**src/rtl/tdc_pkg.sv**
```systemverilog
// ----------------------------------------------------------------------------
// tdc_pkg
// Shared types and constants for the dead-band thermostat controller.
// ----------------------------------------------------------------------------
package tdc_pkg;

  // Event codes carried in the func field
  localparam logic [2:0] FUNC_UP     = 3'd0;
  localparam logic [2:0] FUNC_DOWN   = 3'd1;
  localparam logic [2:0] FUNC_POWER  = 3'd2;
  localparam logic [2:0] FUNC_SAMPLE = 3'd3;
  localparam logic [2:0] FUNC_TICK   = 3'd4;

  // Configuration register indexes
  localparam logic [2:0] CFG_MARGIN      = 3'd0;
  localparam logic [2:0] CFG_STEP_SIZE   = 3'd1;
  localparam logic [2:0] CFG_MIN_SETPT   = 3'd2;
  localparam logic [2:0] CFG_MAX_SETPT   = 3'd3;
  localparam logic [2:0] CFG_TIMEOUT     = 3'd4;
  localparam logic [2:0] CFG_DEFAULT_SET = 3'd5;

  // Reset values of the configuration registers
  localparam logic [5:0] MARGIN_RST      = 6'd5;
  localparam logic [3:0] STEP_SIZE_RST   = 4'd5;
  localparam logic [7:0] MIN_SETPT_RST   = 8'd35;
  localparam logic [7:0] MAX_SETPT_RST   = 8'd75;
  localparam logic [2:0] TIMEOUT_RST     = 3'd5;
  localparam logic [7:0] DEFAULT_SET_RST = 8'd60;

  // Converter reading to degrees: floor(adc * 500 / 1024)
  localparam logic [18:0] DEG_SCALE = 19'd500;
  localparam int          DEG_SHIFT = 10;

  // Idle tick counter saturates here
  localparam logic [2:0] IDLE_MAX = 3'd7;

  // Live configuration handed to the control engine
  typedef struct packed {
    logic [5:0] margin;
    logic [3:0] step_size;
    logic [7:0] min_setpoint;
    logic [7:0] max_setpoint;
    logic [2:0] timeout_ticks;
  } cfg_t;

  // One result word
  typedef struct packed {
    logic       power_on;
    logic       heater_on;
    logic       cooler_on;
    logic       heater_led;
    logic       display_on;
    logic [8:0] display_value;
    logic       setting_mode;
    logic [7:0] setpoint_out;
  } result_t;

endpackage

```
**src/rtl/tdc_cfg_regs.sv**
```systemverilog
// ----------------------------------------------------------------------------
// tdc_cfg_regs
// Configuration register file. The stored default setpoint acts only at
// reset, so a write to it is accepted and dropped.
// ----------------------------------------------------------------------------
module tdc_cfg_regs (
  input  logic          clk,
  input  logic          rst,
  input  logic          wr_en,
  input  logic [2:0]    wr_index,
  input  logic [7:0]    wr_data,
  output tdc_pkg::cfg_t cfg
);
  import tdc_pkg::*;

  cfg_t regs;

  // Write one register per accepted word
  always_ff @(posedge clk) begin
    if (rst) begin
      regs.margin        <= MARGIN_RST;
      regs.step_size     <= STEP_SIZE_RST;
      regs.min_setpoint  <= MIN_SETPT_RST;
      regs.max_setpoint  <= MAX_SETPT_RST;
      regs.timeout_ticks <= TIMEOUT_RST;
    end else if (wr_en) begin
      unique case (wr_index)
        CFG_MARGIN:    regs.margin        <= wr_data[5:0];
        CFG_STEP_SIZE: regs.step_size     <= wr_data[3:0];
        CFG_MIN_SETPT: regs.min_setpoint  <= wr_data;
        CFG_MAX_SETPT: regs.max_setpoint  <= wr_data;
        CFG_TIMEOUT:   regs.timeout_ticks <= wr_data[2:0];
        default: ;
      endcase
    end
  end

  assign cfg = regs;

endmodule

```
**src/rtl/tdc_engine.sv**
```systemverilog
// ----------------------------------------------------------------------------
// tdc_engine
// Controller state and its combinational update for one event word. Produces
// the result word showing the state after the event.
// ----------------------------------------------------------------------------
module tdc_engine #(
  parameter int AVG_SAMPLES = 10
) (
  input  logic             clk,
  input  logic             rst,
  input  logic             fire,
  input  logic [2:0]       func,
  input  logic [8:0]       deg,
  input  tdc_pkg::cfg_t    cfg,
  output tdc_pkg::result_t result
);
  import tdc_pkg::*;

  // Divide by AVG_SAMPLES as a multiply by a rounded-up reciprocal; exact for
  // a 13-bit dividend because the rounding error times 2^13 stays below 2^18.
  localparam int          DIV_SHIFT = 18;
  localparam logic [17:0] DIV_MULT  =
    18'(((1 << DIV_SHIFT) + AVG_SAMPLES - 1) / AVG_SAMPLES);
  localparam logic [4:0]  AVG_N     = 5'(AVG_SAMPLES);

  logic       powered, powered_next;
  logic [7:0] setpoint, setpoint_next;
  logic [8:0] average_temp, average_temp_next;
  logic [3:0] sample_count, sample_count_next;
  logic [12:0] sample_sum, sample_sum_next;
  logic [2:0] idle_ticks, idle_ticks_next;
  logic       up_armed, up_armed_next;
  logic       down_armed, down_armed_next;
  logic       in_setting, in_setting_next;
  logic       drive_heat, drive_heat_next;
  logic       drive_cool, drive_cool_next;
  logic       led_state, led_state_next;
  logic       display_enabled, display_enabled_next;
  logic [8:0] shown_value, shown_value_next;

  logic [12:0] sum_add;
  logic [30:0] quot_prod;
  logic [8:0]  avg_new;
  logic        window_done;
  logic [8:0]  up_sum;
  logic signed [9:0]  down_diff;
  logic signed [10:0] sp_s, lo_s, hi_s;
  logic [2:0]  idle_inc;

  // Sample accumulation and the averaged value
  assign sum_add     = sample_sum + 13'(deg);
  assign quot_prod   = 31'(sum_add) * 31'(DIV_MULT);
  assign avg_new     = quot_prod[DIV_SHIFT +: 9];
  assign window_done = (5'(sample_count) + 5'd1) >= AVG_N;

  // Dead band limits around the new average
  assign sp_s = $signed({3'b000, setpoint});
  assign lo_s = $signed({2'b00, avg_new}) - $signed({5'b00000, cfg.margin});
  assign hi_s = $signed({2'b00, avg_new}) + $signed({5'b00000, cfg.margin});

  // Setpoint steps
  assign up_sum    = {1'b0, setpoint} + {5'b00000, cfg.step_size};
  assign down_diff = $signed({2'b00, setpoint}) - $signed({6'b000000, cfg.step_size});

  assign idle_inc = (idle_ticks < IDLE_MAX) ? idle_ticks + 3'd1 : idle_ticks;

  // Next state for one event
  always_comb begin
    powered_next         = powered;
    setpoint_next        = setpoint;
    average_temp_next    = average_temp;
    sample_count_next    = sample_count;
    sample_sum_next      = sample_sum;
    idle_ticks_next      = idle_ticks;
    up_armed_next        = up_armed;
    down_armed_next      = down_armed;
    in_setting_next      = in_setting;
    drive_heat_next      = drive_heat;
    drive_cool_next      = drive_cool;
    led_state_next       = led_state;
    display_enabled_next = display_enabled;
    shown_value_next     = shown_value;

    unique case (func)
      FUNC_UP: begin
        idle_ticks_next = '0;
        if (up_armed && powered) begin
          setpoint_next = (up_sum <= {1'b0, cfg.max_setpoint}) ? up_sum[7:0]
                                                              : cfg.max_setpoint;
        end else begin
          up_armed_next = 1'b1;
        end
      end
      FUNC_DOWN: begin
        idle_ticks_next = '0;
        if (down_armed && powered) begin
          setpoint_next = (down_diff >= $signed({2'b00, cfg.min_setpoint}))
                          ? down_diff[7:0] : cfg.min_setpoint;
        end else begin
          down_armed_next = 1'b1;
        end
      end
      FUNC_POWER: begin
        if (!powered) begin
          powered_next = 1'b1;
        end else begin
          powered_next         = 1'b0;
          display_enabled_next = 1'b0;
          led_state_next       = 1'b0;
          drive_heat_next      = 1'b0;
          drive_cool_next      = 1'b0;
        end
      end
      FUNC_SAMPLE: begin
        if (powered) begin
          if (window_done) begin
            sample_count_next = '0;
            sample_sum_next   = '0;
            average_temp_next = avg_new;
            if (sp_s < hi_s && sp_s > lo_s) begin
              drive_heat_next = 1'b0;
              drive_cool_next = 1'b0;
            end else if (sp_s > lo_s) begin
              drive_heat_next = 1'b1;
              drive_cool_next = 1'b0;
            end else if (sp_s < hi_s) begin
              drive_heat_next = 1'b0;
              drive_cool_next = 1'b1;
            end
          end else begin
            sample_count_next = sample_count + 4'd1;
            sample_sum_next   = sum_add;
          end
        end
      end
      FUNC_TICK: begin
        led_state_next = powered && drive_heat && !led_state;
        if (powered) begin
          idle_ticks_next      = idle_inc;
          display_enabled_next = 1'b1;
          if (idle_inc > cfg.timeout_ticks) begin
            up_armed_next    = 1'b0;
            down_armed_next  = 1'b0;
            shown_value_next = average_temp;
            in_setting_next  = 1'b0;
          end else begin
            shown_value_next = {1'b0, setpoint};
            in_setting_next  = 1'b1;
          end
        end
      end
      default: ;
    endcase
  end

  // Commit the update when an event word fires
  always_ff @(posedge clk) begin
    if (rst) begin
      powered         <= 1'b0;
      setpoint        <= DEFAULT_SET_RST;
      average_temp    <= '0;
      sample_count    <= '0;
      sample_sum      <= '0;
      idle_ticks      <= '0;
      up_armed        <= 1'b0;
      down_armed      <= 1'b0;
      in_setting      <= 1'b0;
      drive_heat      <= 1'b0;
      drive_cool      <= 1'b0;
      led_state       <= 1'b0;
      display_enabled <= 1'b0;
      shown_value     <= '0;
    end else if (fire) begin
      powered         <= powered_next;
      setpoint        <= setpoint_next;
      average_temp    <= average_temp_next;
      sample_count    <= sample_count_next;
      sample_sum      <= sample_sum_next;
      idle_ticks      <= idle_ticks_next;
      up_armed        <= up_armed_next;
      down_armed      <= down_armed_next;
      in_setting      <= in_setting_next;
      drive_heat      <= drive_heat_next;
      drive_cool      <= drive_cool_next;
      led_state       <= led_state_next;
      display_enabled <= display_enabled_next;
      shown_value     <= shown_value_next;
    end
  end

  // Result word reflects the state after the event
  always_comb begin
    result.power_on      = powered_next;
    result.heater_on     = drive_heat_next;
    result.cooler_on     = drive_cool_next;
    result.heater_led    = led_state_next;
    result.display_on    = display_enabled_next;
    result.display_value = display_enabled_next ? shown_value_next : 9'd0;
    result.setting_mode  = in_setting_next;
    result.setpoint_out  = setpoint_next;
  end

`ifndef SYNTHESIS
  // Drives stay off while the system is off
  a_off_no_drive: assert property (@(posedge clk) disable iff (rst)
    !powered |-> (!drive_heat && !drive_cool))
    else $error("drive active while system off");

  // Heater and cooler are never driven together
  a_no_heat_cool: assert property (@(posedge clk) disable iff (rst)
    !(drive_heat && drive_cool))
    else $error("heater and cooler both on");

  // Heater LED is lit only while on
  a_led_on: assert property (@(posedge clk) disable iff (rst)
    led_state |-> powered)
    else $error("heater LED lit while off");

  // Any up press leaves the up direction armed
  a_up_arms: assert property (@(posedge clk) disable iff (rst)
    (fire && func == FUNC_UP) |=> up_armed)
    else $error("up press did not arm");

  // Any down press leaves the down direction armed
  a_down_arms: assert property (@(posedge clk) disable iff (rst)
    (fire && func == FUNC_DOWN) |=> down_armed)
    else $error("down press did not arm");
`endif

endmodule

```
**src/rtl/thermostat_deadband_controller_core.sv**
```systemverilog
// ----------------------------------------------------------------------------
// thermostat_deadband_controller_core
// Event-driven bang-bang thermostat with a dead band around the averaged
// temperature, setpoint buttons with arming, and tick-driven display control.
//
//   channel  | direction | handshake          | payload
//   ---------+-----------+--------------------+------------------------------
//   in       | in        | in_valid/in_ready  | func, adc_sample
//   out      | out       | out_valid/out_ready| power_on .. setpoint_out
//   cfg      | in        | cfg_valid/cfg_ready| cfg_index, cfg_data
//
// One event word per cycle sustained while out_ready holds high; each word
// passes the input register, then the state update into the result register.
// The input register scales the converter reading; the state update is the
// logic between it and the result register.
// A stalled result register holds and the input register still takes a word
// until it is full. Reset is synchronous; cfg_ready is always high.
// ----------------------------------------------------------------------------
module thermostat_deadband_controller_core #(
  parameter int AVG_SAMPLES = 10
) (
  input  logic       clk,
  input  logic       rst,
  input  logic       in_valid,
  output logic       in_ready,
  input  logic [2:0] func,
  input  logic [9:0] adc_sample,
  output logic       out_valid,
  input  logic       out_ready,
  output logic       power_on,
  output logic       heater_on,
  output logic       cooler_on,
  output logic       heater_led,
  output logic       display_on,
  output logic [8:0] display_value,
  output logic       setting_mode,
  output logic [7:0] setpoint_out,
  input  logic       cfg_valid,
  output logic       cfg_ready,
  input  logic [2:0] cfg_index,
  input  logic [7:0] cfg_data
);
  import tdc_pkg::*;

  cfg_t        cfg;
  result_t     result;
  result_t     out_word;
  logic        in_hold;
  logic [2:0]  in_func;
  logic [8:0]  in_deg;
  logic        advance;
  logic        fire;
  logic [18:0] deg_prod;

  assign cfg_ready = 1'b1;

  tdc_cfg_regs u_cfg (
    .clk      (clk),
    .rst      (rst),
    .wr_en    (cfg_valid && cfg_ready),
    .wr_index (cfg_index),
    .wr_data  (cfg_data),
    .cfg      (cfg)
  );

  // Pipeline moves when the result register is free or being emptied
  assign advance  = !out_valid || out_ready;
  assign fire     = in_hold && advance;
  assign in_ready = !in_hold || advance;

  // Scale the reading to degrees on entry
  assign deg_prod = 19'(adc_sample) * DEG_SCALE;

  // Input register
  always_ff @(posedge clk) begin
    if (rst) begin
      in_hold <= 1'b0;
    end else if (in_ready) begin
      in_hold <= in_valid;
    end
  end

  always_ff @(posedge clk) begin
    if (in_valid && in_ready) begin
      in_func <= func;
      in_deg  <= deg_prod[DEG_SHIFT +: 9];
    end
  end

  tdc_engine #(
    .AVG_SAMPLES (AVG_SAMPLES)
  ) u_engine (
    .clk    (clk),
    .rst    (rst),
    .fire   (fire),
    .func   (in_func),
    .deg    (in_deg),
    .cfg    (cfg),
    .result (result)
  );

  // Result register
  always_ff @(posedge clk) begin
    if (rst) begin
      out_valid <= 1'b0;
    end else if (advance) begin
      out_valid <= in_hold;
    end
  end

  always_ff @(posedge clk) begin
    if (fire) begin
      out_word <= result;
    end
  end

  assign power_on      = out_word.power_on;
  assign heater_on     = out_word.heater_on;
  assign cooler_on     = out_word.cooler_on;
  assign heater_led    = out_word.heater_led;
  assign display_on    = out_word.display_on;
  assign display_value = out_word.display_value;
  assign setting_mode  = out_word.setting_mode;
  assign setpoint_out  = out_word.setpoint_out;

`ifndef SYNTHESIS
  // A shown value needs an enabled display
  a_disp_value: assert property (@(posedge clk) disable iff (rst)
    (out_valid && display_value != 9'd0) |-> display_on)
    else $error("display value while display off");

  // A held input word moves into the result register when it frees
  a_fire_loads: assert property (@(posedge clk) disable iff (rst)
    fire |=> out_valid)
    else $error("fired word not presented");

  // Drives never both on in a result word
  a_out_drive: assert property (@(posedge clk) disable iff (rst)
    out_valid |-> !(heater_on && cooler_on))
    else $error("result drives heater and cooler");
`endif

endmodule
```
**config.mk**
```make
export PLATFORM = sky130hd
export DESIGN_NAME = thermostat_deadband_controller_core
export DESIGN_NICKNAME = d
export VERILOG_FILES = /design/src/rtl/tdc_pkg.sv /design/src/rtl/tdc_cfg_regs.sv /design/src/rtl/tdc_engine.sv /design/src/rtl/thermostat_deadband_controller_core.sv
export SDC_FILE = /design/constraint.sdc
export NUM_CORES = 1
export LEC_CHECK = 0
export ABC_AREA = 1
export BUFFER_PORTS_ARGS = -buffer_cell sky130_fd_sc_hd__buf_2
export CAP_MARGIN = 10
export CORE_AREA = 2 2 199 103
export CTS_CLUSTER_SIZE = 10
export DETAILED_ROUTE_END_ITERATION = 8
export DIE_AREA = 0 0 201 105
export GPL_TIMING_DRIVEN = 0
export MAX_ROUTING_LAYER = met4
export PLACE_DENSITY = 0.92
export SYNTH_ARGS = -nofsm -noshare
export SYNTH_HDL_FRONTEND = slang
export SYNTH_SLANG_ARGS = --single-unit
```
**constraint.sdc**
```tcl
create_clock -name clk -period 25.5 [get_ports clk]
set_input_delay 2.55 -clock clk [delete_from_list [all_inputs] [get_ports clk]]
set_output_delay 2.55 -clock clk [all_outputs]
set_load 0.02 [all_outputs]
```
==> results.cfg <==
[outcome]
outcome = finished, final reports clean

[final_layout]
multiInputGateArea_um2 = 8180
fin_nets = 1969
regArea_um2 = 2750
n_antenna_cell = 0
n_fill_cell = 1417
syn_to_final_growth_pct = 9.51
final_layout_size_suffix_gt1_share_pct = 7.74
final_cell_area_um2 = 13500

[yosys]
yosysWarnings = 0
synth_compound_area_share_pct = 12.1
synth_fa_ha_area_share_pct = 33.0
synth_cell_types = 51
synth_area_um2 = 12400
synthArstFlopShare_pct = 0
yosysSeqAreaShare_pct = 22.3
synth_edf_count = 35
synth_top_family_by_area = adder cells
synth_nets = 1897
synth.area.mux_share_pct = 0
netlist_instances = 1595
syn-mean-instance-area_um2 = 7.75
ys_ff_latch = 120
yosys.area_share.simple_pct = 17.5
synthFlopType = dfxtp_1
synth_xor_xnor_area_share_pct = 3.54

[min_path]
min_path_cells = 2
holdPathEnd = u_engine.down_armed$_SDFFE_PP0P_
min_from = u_engine.down_armed$_SDFFE_PP0P_
min_path_type = reg2reg

[floorplanning]
rows = 36
die_h_um = 105
start_util_pct = 64.3
io_pins = 55
die_area_um2 = 21100
coreArea_um2 = 19200
die_w_um = 201

[grt]
grt_overflow = 0
grt_pass1_wl_mm = 51.1
grt_start_max_net_pins = 33
grt_pass1_vias = 10752
antenna_found_initial = 0
grt_usage_pct = 31.2

[drt]
wirelength_mm = 31.1
drt_pass1_iterations = 6
drt_iter0_drc = 942
vias = 10963
routed.top_layer = met4
met1_length_mm = 12.1
wl_met2_mm = 15.1
avgRoutedWirePerCell_um = 16.0
ant_nets = 0
viasPerCell = 5.63
wl_met3_mm = 2.40
drc_errors = 0

[cts]
clockBufferDepth = 2
cts.sinks = 120
clock-root-buffer = clkbuf_16
postCtsHoldBufs = 0
cts_tree = done
numCtsBuffers = 17
post_cts_resized = 0
worstSkewPairLatency_ns = 0.43
path_clk_slew_ns = 0.06
cts_setup_buffers = 0
htreeDepth = 4

[sta]
finalClockSkew_ns = 0.00904
finalCritPeriodShare_pct = 38.9
slew_headroom_pct = 42.5
hold_viol_final = 0
max_freq_ghz = 0.101
rsz0062_at_grt = no
setup_viol = 0
drv_slew = 0
fin_crit_ns = 9.93
worst_slew_pin_slew_ns = 0.859
fin_setup_tns_ns = 0

[worst_setup_path]
r2r_end = u_engine.drive_heat$_SDFFE_PP0P_
critical_path_class = reg2reg
worstPathRequired_ns = 25.82
crit_top_cell = nand2_1
crit_fanout = 4
timing.rr.start = u_engine.sample_sum[0]$_SDFFE_PP0P_
r2r_cells = 51
crit_slowest_cell = fa_1
slowest_delay_ns = 0.57
rrSetupSlack_ns = 15.57
cp-start-kind = flip-flop
end_kind = flip-flop
worstPathArrival_ns = 10.25

[placed_design]
place_area_um2 = 13000
dp_hpwl_mm = 23.6
io_buffers = 53
finalWeightedCongestion = 0.985

[flow_run]
drv_cap = 0
==> state kept, by name (all words and copies together), names as in the netlist, 3 cells and up <==
register	count
u_cfg.cfg	29
u_engine.sample_sum	13
display_value	9
in_deg	9
u_engine.average_temp	9
u_engine.shown_value	9
setpoint_out	8
u_engine.setpoint	8
u_engine.sample_count	4
in_func	3
u_engine.idle_ticks	3
==> worst max-delay path: cells and delay by family (launching register included) <==
kind / cells / cell delay, ns
AO/OA/AOI/OAI: 12 / 2.19
XOR/XNOR: 3 / 0.89
adder cells (fa/ha/maj): 10 / 4.13
buffers and inverters: 9 / 0.73
flip-flops: 1 / 0.35
AND/OR/NAND/NOR: 17 / 1.53
==> layout make-up <==
cell class / count / area share [%]
multi-input cells: 1100 / 60.4
flip-flops and latches: 120 / 20.3
inverters: 352 / 9.76
clock buffers: 17 / 3.14
well taps: 266 / 2.46
repair buffers: 53 / 1.96
clock inverters: 15 / 1.13
plain buffers: 23 / 0.813
==> kinds of logic (layout without fill, tap and decap cells) <==
| kind of cell | after synthesis | after routing |
|---|---|---|
| compound gates | 266 | 266 |
| xor+xnor | 50 | 50 |
| fa+ha+maj | 273 | 273 |
| buf+inv | 375 | 460 |
| flops | 120 | 120 |
| other cells | 1 | 1 |
| simple gates | 510 | 510 |
==> worst max path at each step <==
stage / startpoint / to / slack, ns / cells past startpoint
after floorplan: in_deg[0]$_DFFE_PP_ / heater_on$_DFFE_PP_ / 16.98 / 50
after global placement: in_deg[0]$_DFFE_PP_ / heater_on$_DFFE_PP_ / 16.17 / 47
after detailed placement: u_engine.sample_sum[0]$_SDFFE_PP0P_ / heater_on$_DFFE_PP_ / 15.87 / 47
after CTS: u_engine.sample_sum[0]$_SDFFE_PP0P_ / u_engine.drive_heat$_SDFFE_PP0P_ / 15.70 / 49
after global routing: u_engine.sample_sum[0]$_SDFFE_PP0P_ / u_engine.drive_heat$_SDFFE_PP0P_ / 14.93 / 48
final: u_engine.sample_sum[0]$_SDFFE_PP0P_ / u_engine.drive_heat$_SDFFE_PP0P_ / 15.57 / 51
==> cell usage after synthesis (3+ instances only) <==
library cell / number / area [um^2]
a22oi_1: 4 / 30.0
nand2_1: 310 / 1160
o21bai_1: 7 / 52.6
a21oi_2: 3 / 26.3
nand3_1: 61 / 305
buf_2: 4 / 20.0
nand2_2: 5 / 31.3
inv_1: 340 / 1280
fa_1: 89 / 1780
a31oi_1: 4 / 25.0
o21ai_0: 55 / 275
a21oi_1: 145 / 726
xnor2_1: 15 / 131
nand3_2: 5 / 50.1
nor3_1: 9 / 45.0
clkbuf_1: 16 / 60.1
o31ai_1: 3 / 22.5
o21ai_1: 6 / 30.0
dfxtp_1: 85 / 1700
nor2_1: 82 / 308
inv_2: 10 / 37.5
edfxtp_1: 35 / 1050
a211oi_1: 4 / 30.0
ha_1: 184 / 2300
o211ai_1: 20 / 150
nor2_2: 4 / 25.0
xor2_1: 35 / 307
nand4_1: 14 / 87.6
and2_1: 9 / 56.3
a21o_1: 5 / 37.5
==> per-layer routing <==
layer,up-vias,GRT usage (%)
met5,-,-
met2,549,53.5
met1,5042,35.5
met4,0,16.6
met3,158,5.21
li1,5214,-
==> per-stage QoR <==
stage / std cells / hold WS, ns / setup slack, ns / utilization, %
3_5_place_dp: 1914 / 0.443 / 15.87 / 67.4
5_1_grt: 1946 / 0.466 / 14.93 / 70.4
4_1_cts: 1946 / 0.453 / 15.70 / 70.4
3_3_place_gp: 1914 / 0.438 / 16.17 / 67.4
6_report: 1946 / 0.457 / 15.57 / 70.4
2_1_floorplan: 1595 / 0.426 / 16.98 / -
==> cells in the final DEF, fill, tap and decap left out, types with 17 or more instances in the layout <==
cell type  count
o211ai_1      20
nand3_1       61
dfxtp_1       85
a21oi_1      145
fa_1          89
o21ai_0       55
ha_1         184
xor2_1        35
nor2_1        82
clkbuf_16     17
buf_2         57
edfxtp_1      35
nand2_1      310
inv_1        340
Power is left out: the tool's default activity adds up to more than one toggle a clock period on the data nets, which glitch-free logic cannot reach.
